--- src/hw/rtl/nsdf_pkg.sv ---
`timescale 1ns / 1ps
`default_nettype none

package nsdf_pkg;

	localparam int TABLE_ENTRIES = 16;
	localparam int IDX_W = (TABLE_ENTRIES > 1) ? $clog2(TABLE_ENTRIES) : 1;
	localparam int CNT_W = $clog2(TABLE_ENTRIES + 1);

	localparam int ADDR_W = 16;
	localparam int SEQ_W = 16;
	localparam int STATUS_W = 2;

	localparam logic [SEQ_W-1:0] WINDOW_RESET = 16'd100;

	localparam logic [STATUS_W-1:0] ST_UPDATED   = 2'd0;
	localparam logic [STATUS_W-1:0] ST_ADDED     = 2'd1;
	localparam logic [STATUS_W-1:0] ST_DUPLICATE = 2'd2;
	localparam logic [STATUS_W-1:0] ST_FULL      = 2'd3;

	typedef struct packed {
		logic load;
		logic rd_en;
		logic finish;
		logic emit;
	} cmd_t;

	typedef struct packed {
		logic more;
		logic hit;
		logic out_free;
	} sts_t;

endpackage

`default_nettype wire

--- src/hw/rtl/nsdf_if.sv ---
`timescale 1ns / 1ps
`default_nettype none

interface nsdf_pkt_if;
	logic                        valid;
	logic                        ready;
	logic [nsdf_pkg::ADDR_W-1:0] sender_address;
	logic [nsdf_pkg::SEQ_W-1:0]  sequence_number;

	modport source (output valid, output sender_address, output sequence_number, input ready);
	modport sink (input valid, input sender_address, input sequence_number, output ready);
endinterface

interface nsdf_res_if;
	logic                          valid;
	logic                          ready;
	logic                          accept;
	logic [nsdf_pkg::STATUS_W-1:0] status;

	modport source (output valid, output accept, output status, input ready);
	modport sink (input valid, input accept, input status, output ready);
endinterface

interface nsdf_cfg_if;
	logic                       valid;
	logic                       ready;
	logic [nsdf_pkg::SEQ_W-1:0] data;

	modport source (output valid, output data, input ready);
	modport sink (input valid, input data, output ready);
endinterface

`default_nettype wire

--- src/hw/rtl/nsdf_ctrl.sv ---
`timescale 1ns / 1ps
`default_nettype none

module nsdf_ctrl (
	input  wire                  clk,
	input  wire                  arst_n,
	input  wire                  pkt_valid,
	output logic                 pkt_ready,
	input  wire nsdf_pkg::sts_t  sts,
	output nsdf_pkg::cmd_t       cmd
);

	localparam logic [1:0] S_IDLE = 2'd0;
	localparam logic [1:0] S_SCAN = 2'd1;
	localparam logic [1:0] S_DONE = 2'd2;

	logic [1:0] state_q;
	logic [1:0] state_d;

	always_comb begin
		state_d   = state_q;
		pkt_ready = 1'b0;
		cmd       = '0;
		unique case (state_q)
			S_IDLE: begin
				pkt_ready = 1'b1;
				if (pkt_valid) begin
					cmd.load = 1'b1;
					state_d  = S_SCAN;
				end
			end
			S_SCAN: begin
				if (sts.hit || !sts.more) begin
					cmd.finish = 1'b1;
					state_d    = S_DONE;
				end else begin
					cmd.rd_en = 1'b1;
				end
			end
			S_DONE: begin
				if (sts.out_free) begin
					cmd.emit = 1'b1;
					state_d  = S_IDLE;
				end
			end
			default: begin
				state_d = S_IDLE;
			end
		endcase
	end

	always_ff @(posedge clk or negedge arst_n) begin
		if (!arst_n) begin
			state_q <= S_IDLE;
		end else begin
			state_q <= state_d;
		end
	end

endmodule

`default_nettype wire

--- src/hw/rtl/nsdf_datapath.sv ---
`timescale 1ns / 1ps
`default_nettype none

module nsdf_datapath (
	input  wire                           clk,
	input  wire                           arst_n,
	input  wire nsdf_pkg::cmd_t           cmd,
	output nsdf_pkg::sts_t                sts,
	input  wire [nsdf_pkg::ADDR_W-1:0]    sender_address,
	input  wire [nsdf_pkg::SEQ_W-1:0]     sequence_number,
	input  wire                           cfg_wr,
	input  wire [nsdf_pkg::SEQ_W-1:0]     cfg_data,
	output logic                          out_valid,
	input  wire                           out_ready,
	output logic                          out_accept,
	output logic [nsdf_pkg::STATUS_W-1:0] out_status
);

	localparam int ENT_W = nsdf_pkg::ADDR_W + nsdf_pkg::SEQ_W;

	logic [ENT_W-1:0] mem [nsdf_pkg::TABLE_ENTRIES];

	logic [nsdf_pkg::SEQ_W-1:0]    window_q;
	logic [nsdf_pkg::CNT_W-1:0]    count_q;
	logic [nsdf_pkg::CNT_W-1:0]    scan_idx_q;
	logic [nsdf_pkg::ADDR_W-1:0]   addr_q;
	logic [nsdf_pkg::SEQ_W-1:0]    seq_q;
	logic                          rd_vld_s1;
	logic [nsdf_pkg::IDX_W-1:0]    rd_idx_s1;
	logic [ENT_W-1:0]              rd_data_s1;
	logic                          res_accept_q;
	logic [nsdf_pkg::STATUS_W-1:0] res_status_q;
	logic                          out_valid_q;

	logic [nsdf_pkg::ADDR_W-1:0]   ent_addr;
	logic [nsdf_pkg::SEQ_W-1:0]    ent_last;
	logic [nsdf_pkg::SEQ_W-1:0]    floor_seq;
	logic [nsdf_pkg::SEQ_W-1:0]    diff_last;
	logic [nsdf_pkg::SEQ_W-1:0]    diff_floor;
	logic                          after_last;
	logic                          after_floor;
	logic                          dup;
	logic                          hit;
	logic                          room;
	logic                          wr_en;
	logic [nsdf_pkg::IDX_W-1:0]    wr_idx;
	logic                          res_accept_d;
	logic [nsdf_pkg::STATUS_W-1:0] res_status_d;

	assign ent_addr    = rd_data_s1[ENT_W-1:nsdf_pkg::SEQ_W];
	assign ent_last    = rd_data_s1[nsdf_pkg::SEQ_W-1:0];
	assign floor_seq   = ent_last - window_q;
	assign diff_last   = seq_q - ent_last;
	assign diff_floor  = seq_q - floor_seq;
	assign after_last  = (diff_last != '0) && !diff_last[nsdf_pkg::SEQ_W-1];
	assign after_floor = (diff_floor != '0) && !diff_floor[nsdf_pkg::SEQ_W-1];
	assign dup         = !after_last && after_floor;
	assign hit         = rd_vld_s1 && (ent_addr == addr_q);
	assign room        = (count_q < nsdf_pkg::CNT_W'(nsdf_pkg::TABLE_ENTRIES));

	assign sts.more     = (scan_idx_q < count_q);
	assign sts.hit      = hit;
	assign sts.out_free = !out_valid_q || out_ready;

	always_comb begin
		wr_en        = 1'b0;
		wr_idx       = count_q[nsdf_pkg::IDX_W-1:0];
		res_accept_d = 1'b0;
		res_status_d = nsdf_pkg::ST_FULL;
		if (hit) begin
			wr_idx = rd_idx_s1;
			if (dup) begin
				res_status_d = nsdf_pkg::ST_DUPLICATE;
			end else begin
				wr_en        = cmd.finish;
				res_accept_d = 1'b1;
				res_status_d = nsdf_pkg::ST_UPDATED;
			end
		end else if (room) begin
			wr_en        = cmd.finish;
			res_accept_d = 1'b1;
			res_status_d = nsdf_pkg::ST_ADDED;
		end
	end

	// table storage, one write and one registered read port
	always_ff @(posedge clk) begin
		if (wr_en) begin
			mem[wr_idx] <= {addr_q, seq_q};
		end
		if (cmd.rd_en) begin
			rd_data_s1 <= mem[scan_idx_q[nsdf_pkg::IDX_W-1:0]];
			rd_idx_s1  <= scan_idx_q[nsdf_pkg::IDX_W-1:0];
		end
	end

	always_ff @(posedge clk) begin
		if (cmd.load) begin
			addr_q <= sender_address;
			seq_q  <= sequence_number;
		end
		if (cmd.finish) begin
			res_accept_q <= res_accept_d;
			res_status_q <= res_status_d;
		end
		if (cmd.emit) begin
			out_accept <= res_accept_q;
			out_status <= res_status_q;
		end
	end

	always_ff @(posedge clk or negedge arst_n) begin
		if (!arst_n) begin
			window_q    <= nsdf_pkg::WINDOW_RESET;
			count_q     <= '0;
			scan_idx_q  <= '0;
			rd_vld_s1   <= 1'b0;
			out_valid_q <= 1'b0;
		end else begin
			if (cfg_wr) begin
				window_q <= cfg_data;
			end
			if (cmd.finish && !hit && room) begin
				count_q <= count_q + nsdf_pkg::CNT_W'(1);
			end
			if (cmd.load) begin
				scan_idx_q <= '0;
			end else if (cmd.rd_en) begin
				scan_idx_q <= scan_idx_q + nsdf_pkg::CNT_W'(1);
			end
			rd_vld_s1 <= cmd.rd_en;
			if (cmd.emit) begin
				out_valid_q <= 1'b1;
			end else if (out_ready) begin
				out_valid_q <= 1'b0;
			end
		end
	end

	assign out_valid = out_valid_q;

endmodule

`default_nettype wire

--- src/hw/rtl/neighbor_seqnum_duplicate_filter.sv ---
// neighbor_seqnum_duplicate_filter
// pkt: one beat per received packet (sender_address, sequence_number).
// res: one beat per packet, accept plus status (updated, added, duplicate,
//      table full), delivered in packet order.
// cfg: one beat writes window_offset; always ready, write only while idle.
// a packet is taken only when the block is idle; the 16-entry sender table
// is read one entry per cycle through its single registered read port, in
// insertion order, until the sender is found or every entry has been read;
// the result is then registered, and the block is idle again once it has
// moved to the output register, so no new packet is taken before the last
// one is through the scan.
// a result waits in the output register while res is stalled; the next
// packet is accepted meanwhile and its result is held until the output
// register frees.
// reset clears the entry count (table empty), restores window_offset to
// 100 and drops any pending result; no clearing pass is needed.
`timescale 1ns / 1ps
`default_nettype none

module neighbor_seqnum_duplicate_filter (
	input  wire         clk,
	input  wire         arst_n,
	nsdf_pkt_if.sink    pkt,
	nsdf_res_if.source  res,
	nsdf_cfg_if.sink    cfg
);

	nsdf_pkg::cmd_t cmd;
	nsdf_pkg::sts_t sts;

	assign cfg.ready = 1'b1;

	nsdf_ctrl u_ctrl (
		.clk       (clk),
		.arst_n    (arst_n),
		.pkt_valid (pkt.valid),
		.pkt_ready (pkt.ready),
		.sts       (sts),
		.cmd       (cmd)
	);

	nsdf_datapath u_datapath (
		.clk             (clk),
		.arst_n          (arst_n),
		.cmd             (cmd),
		.sts             (sts),
		.sender_address  (pkt.sender_address),
		.sequence_number (pkt.sequence_number),
		.cfg_wr          (cfg.valid && cfg.ready),
		.cfg_data        (cfg.data),
		.out_valid       (res.valid),
		.out_ready       (res.ready),
		.out_accept      (res.accept),
		.out_status      (res.status)
	);

`ifndef ASSERT_OFF
	a_one_cmd: assert property (@(posedge clk) disable iff (!arst_n)
		$onehot0({cmd.load, cmd.rd_en, cmd.finish, cmd.emit}))
		else $error("more than one command at once");

	a_busy_after_load: assert property (@(posedge clk) disable iff (!arst_n)
		(pkt.valid && pkt.ready) |=> !pkt.ready)
		else $error("packet accepted while busy");

	a_finish_holds: assert property (@(posedge clk) disable iff (!arst_n)
		cmd.finish |=> !pkt.ready && !cmd.rd_en)
		else $error("scan continued after finish");

	a_accept_status: assert property (@(posedge clk) disable iff (!arst_n)
		(res.valid && res.accept) |->
		(res.status == nsdf_pkg::ST_UPDATED || res.status == nsdf_pkg::ST_ADDED))
		else $error("accept with a drop status");
`endif

endmodule

`default_nettype wire
--- src/flat_wrapper.sv ---
// flat-port wrapper written by rule: the top's interface ports become plain ports
module neighbor_seqnum_duplicate_filter_flat 
  (clk, arst_n, pkt_valid, pkt_sender_address, pkt_sequence_number, pkt_ready, res_valid, res_accept, res_status, res_ready, cfg_valid, cfg_data, cfg_ready);
  nsdf_pkt_if pkt_i ();
  nsdf_res_if res_i ();
  nsdf_cfg_if cfg_i ();
  input  wire clk;
  input  wire arst_n;
  input wire logic [$bits(pkt_i.valid)-1:0] pkt_valid;
  input wire logic [$bits(pkt_i.sender_address)-1:0] pkt_sender_address;
  input wire logic [$bits(pkt_i.sequence_number)-1:0] pkt_sequence_number;
  output wire logic [$bits(pkt_i.ready)-1:0] pkt_ready;
  output wire logic [$bits(res_i.valid)-1:0] res_valid;
  output wire logic [$bits(res_i.accept)-1:0] res_accept;
  output wire logic [$bits(res_i.status)-1:0] res_status;
  input wire logic [$bits(res_i.ready)-1:0] res_ready;
  input wire logic [$bits(cfg_i.valid)-1:0] cfg_valid;
  input wire logic [$bits(cfg_i.data)-1:0] cfg_data;
  output wire logic [$bits(cfg_i.ready)-1:0] cfg_ready;
  assign pkt_i.valid = pkt_valid;
  assign pkt_i.sender_address = pkt_sender_address;
  assign pkt_i.sequence_number = pkt_sequence_number;
  assign pkt_ready = pkt_i.ready;
  assign res_valid = res_i.valid;
  assign res_accept = res_i.accept;
  assign res_status = res_i.status;
  assign res_i.ready = res_ready;
  assign cfg_i.valid = cfg_valid;
  assign cfg_i.data = cfg_data;
  assign cfg_ready = cfg_i.ready;
  neighbor_seqnum_duplicate_filter u_core (.clk(clk), .arst_n(arst_n), .pkt(pkt_i), .res(res_i), .cfg(cfg_i));
endmodule
--- config.mk ---
export PLATFORM = sky130hd
export DESIGN_NAME = neighbor_seqnum_duplicate_filter_flat
export DESIGN_NICKNAME = d
export VERILOG_FILES = /design/src/hw/rtl/nsdf_pkg.sv /design/src/hw/rtl/nsdf_if.sv /design/src/hw/rtl/nsdf_ctrl.sv /design/src/hw/rtl/nsdf_datapath.sv /design/src/hw/rtl/neighbor_seqnum_duplicate_filter.sv /design/src/flat_wrapper.sv
export SDC_FILE = /design/constraint.sdc
export NUM_CORES = 1
export LEC_CHECK = 0
export BUFFER_PORTS_ARGS = -buffer_cell sky130_fd_sc_hd__buf_2
export CAP_MARGIN = 20
export CORE_UTILIZATION = 55
export DETAILED_ROUTE_END_ITERATION = 8
export PLACE_DENSITY = 0.74
export SYNTH_ARGS = -nofsm -noshare
export SYNTH_HDL_FRONTEND = slang
export SYNTH_SLANG_ARGS = --single-unit
--- constraint.sdc ---
create_clock -name clk -period 6.6 [get_ports clk]
set_input_delay 0.33 -clock clk [delete_from_list [all_inputs] [get_ports clk]]
set_output_delay 0.33 -clock clk [all_outputs]
set_load 0.05 [all_outputs]
==> metrics <==
status completed; maxcap violations 0; Synth top cells by count 586 x edfxtp_1, 160 x mux4_2, 37 x ha_1, 34 x inv_1, 34 x nand2_1; initial antenna violation count 0; flops & latches, synth 616; first-pass GRT wire length 79400 microns; worst hold-check path type input port to flip-flop; share of async-settable or async-resettable flops after synthesis 0.0487; Syn Area/Cell 20.7 sq um; maximum clock frequency 187 MHz; fin util 0.642; Yosys warnings 0; remaining antenna violation count 0; RePlAce Congestion 0.851; later-pin clock latency in the skew report 0.62 ns; Final HPWL DP 30000 microns; Crit path required time 6.84 ns; TritonCTS Sinks 616; I/O pin count 59; Die W 215 microns; post-synth cell types 53; Cell Area, Synth 24900 sq um; sequential-to-total area share from yosys stat 0.736; crit start category flip-flop; worst slack, placed 1.33 ns; top post-synthesis cells by area edfxtp_1 71%, mux4_2 14%, dfrtp_1 2.7%; Power per Cell Area 416 nW/um^2; router iterations before antenna repair 5; setup violators final 0; aggregate global routing overflow 0; vias in the first global route 12800; Rel. slew slack 0.264; Clock Pin Slew Worst Setup and Hold Paths 0.06 ns; Post-CTS Setup Repair Bufs 0; FF-to-FF Start u_core.u_datapath.seq_q[4]; Die H 215 microns; cell taking the most area after synthesis edfxtp_1; Final Hold Vio Count 0; Wirelength per Cell 26.3 microns; CP Launch Point u_core.u_datapath.seq_q[4]; crit path DAT 5.60 ns; Post-synth EDFFs 586; CTS max path bufs 3; root buffer cell clkbuf_16; R2R depth 12; final WL 52600 microns; # nets final 1468; Remaining DRCs 0; CORE AREA 44500 sq um; via count 12300; Synth top area share 0.705; n_diodes 0; unrepaired setup endpoints after global routing false; count leader, synth edfxtp_1; fin crit period 5.35 ns; worst IR drop on VDD 0.000336 V; Site Rows 77; share of cells above drive strength 1 0.278; synthesized net count 1311; synthesized netlist cell count 1205; Area Growth Syn to Fin 14.5%; worst setup margin 1.25 ns; post-route clock period utilization 0.811; Total Power 11.9 mW; Starting Density 0.560; CP Class flip-flop to flip-flop; CTS Buf Count 58; worst hold stages 3; Max H-tree Level 2; Buffers on Ports 57; Post-synth top flop edfxtp_1; fill cell count 2962; Starting DRT DRC Count 1259; Worst setup EP type flip-flop; leak pwr 9.35 nW; crit path max fanout 24; fin. max-slew vios 0; RR Endpoint u_core.u_datapath.mem[1][4]; worst slew pin tran 1.10 ns; Vias/cell 6.15; Worst Setup EP u_core.u_datapath.mem[1][4]; die area 46200 sq um; TritonCTS clock tree done; Total GRT Usage 0.235; Setup Skew 0.0263 ns; pin count of the biggest net entering global routing 71; Reg2Reg Setup Slack 1.25 ns
-- final cells by class --
class	instances	area, sq um	area share
Clock buffer	70	1550	0.0541
Clock inverter	35	352	0.0123
Timing Repair Buffer	148	1090	0.0383
Multi-Input combinational cell	504	6350	0.222
Inverter	34	128	0.00447
Tap cell	592	741	0.0259
Sequential cell	616	18400	0.643
-- worst max-delay path: stages (launching register included) --
cell and delay, ns:
edfxtp_1 0.72, fa_1 0.53, ha_1 0.36, a21oi_1 0.28, o211ai_1 0.20, a31oi_1 0.40
o21ai_0 0.14, a221oi_1 0.34, xnor2_1 0.16, nor2_1 0.06, o311a_1 0.46, nor3_2 0.78
buf_4 0.55
-- worst min path at each step --
stage	start	end	slack [ns]
after detailed placement	u_core.u_datapath.res_status_q[0]	u_core.u_datapath.out_status[0]	0.42
final	cfg_valid	u_core.u_datapath.window_q[14]	0.18
after global placement	u_core.u_datapath.res_status_q[1]	u_core.u_datapath.out_status[1]	0.42
after CTS	cfg_valid	u_core.u_datapath.window_q[14]	0.16
after global routing	cfg_valid	u_core.u_datapath.window_q[14]	0.20
after floorplan	arst_n	u_core.u_ctrl.state_q[0]	0.03
-- routing by layer --
layer | global-route usage | vias up | routed length, microns
met5 | 0 | - | 0
met4 | 0.0631 | 0 | 1010
met3 | 0.0307 | 77 | 3540
met2 | 0.399 | 477 | 26700
met1 | 0.326 | 6501 | 21400
li1 | - | 5248 | -
-- metrics by stage --
step | TNS, ns | instances | cell area [sq um] | hold WS (ns)
after floorplan | -3.37 | 1205 | 24900 | 0.0344
after global placement | 0 | 1844 | 26200 | 0.420
after detailed placement | 0 | 1844 | 26200 | 0.423
after CTS | 0 | 1999 | 28600 | 0.162
after global routing | 0 | 1999 | 28600 | 0.205
final | 0 | 1999 | 28600 | 0.176
-- power by group --
group | total (mW) | switching [mW] | internal [mW]
combinational | 3.32 | 1.80 | 1.52
sequential | 5.26 | 0.393 | 4.87
clock | 3.31 | 1.41 | 1.90
total | 11.9 | 3.60 | 8.29
-- sequential cells by signal, summed over array words and instances, names as in the netlist --
name and cells:
u_core.u_ctrl.state_q 2, u_core.u_datapath.res_accept_q 1, u_core.u_datapath.rd_idx_s1 4, u_core.u_datapath.seq_q 16
u_core.u_datapath.window_q 16, u_core.u_datapath.rd_data_s1 32, u_core.u_datapath.out_status 2, u_core.u_datapath.addr_q 16
u_core.u_datapath.count_q 5, u_core.u_datapath.out_accept 1, u_core.u_datapath.mem 512, u_core.u_datapath.res_status_q 2
u_core.u_datapath.out_valid 1, u_core.u_datapath.rd_vld_s1 1, u_core.u_datapath.scan_idx_q 5
-- placed cells by master, fill, tap and decap left out, types with 3 or more instances in the layout --
| master | Yosys | final |
|---|---|---|
| clkbuf_16 | 0 | 58 |
| dlygate4sd3_1 | 0 | 50 |
| buf_2 | 1 | 57 |
| clkinv_1 | 0 | 10 |
| mux2_2 | 15 | 15 |
| clkbuf_1 | 30 | 7 |
| nor3_2 | 0 | 7 |
| nand4_1 | 8 | 8 |
| nor3b_1 | 4 | 4 |
| nor4_2 | 0 | 8 |
| o21ai_0 | 18 | 18 |
| fa_1 | 16 | 16 |
| o211ai_1 | 6 | 6 |
| clkinv_2 | 0 | 13 |
| nand2_1 | 34 | 34 |
| ha_1 | 37 | 37 |
| bufinv_16 | 0 | 6 |
| dfstp_2 | 3 | 3 |
| a21o_1 | 8 | 8 |
| a21oi_1 | 25 | 25 |
| edfxtp_1 | 586 | 586 |
| o21bai_1 | 5 | 5 |
| mux4_2 | 160 | 160 |
| inv_1 | 34 | 34 |
| nor3_1 | 13 | 6 |
| nand3_1 | 13 | 13 |
| xor2_1 | 24 | 24 |
| nor2_1 | 28 | 27 |
| a31oi_1 | 6 | 6 |
| a211oi_1 | 3 | 3 |
| and3_1 | 5 | 4 |
| xnor2_1 | 28 | 28 |
| buf_4 | 1 | 41 |
| nor2b_1 | 5 | 5 |
| nor4_1 | 12 | 4 |
| nand2b_1 | 6 | 6 |
| dfrtp_1 | 27 | 23 |
| clkbuf_8 | 0 | 5 |
-- cells by family after synthesis --
family,share of synthesized area
and+or+nand+nor,0.0267
xor gates and xnor gates,0.0183
adders and majority gates,0.0314
DFF,0.736
AOI/OAI and AO/OA,0.0222
muxes,0.152
other,0.000150
buffers and inverters,0.0137
-- repair_timing --
item / in CTS / in global routing
hold buffers: 50 / 0
endpoints found under the hold margin: 77 / 0
resized for setup: 0 / 0
Power figures use the tool's default switching activity.
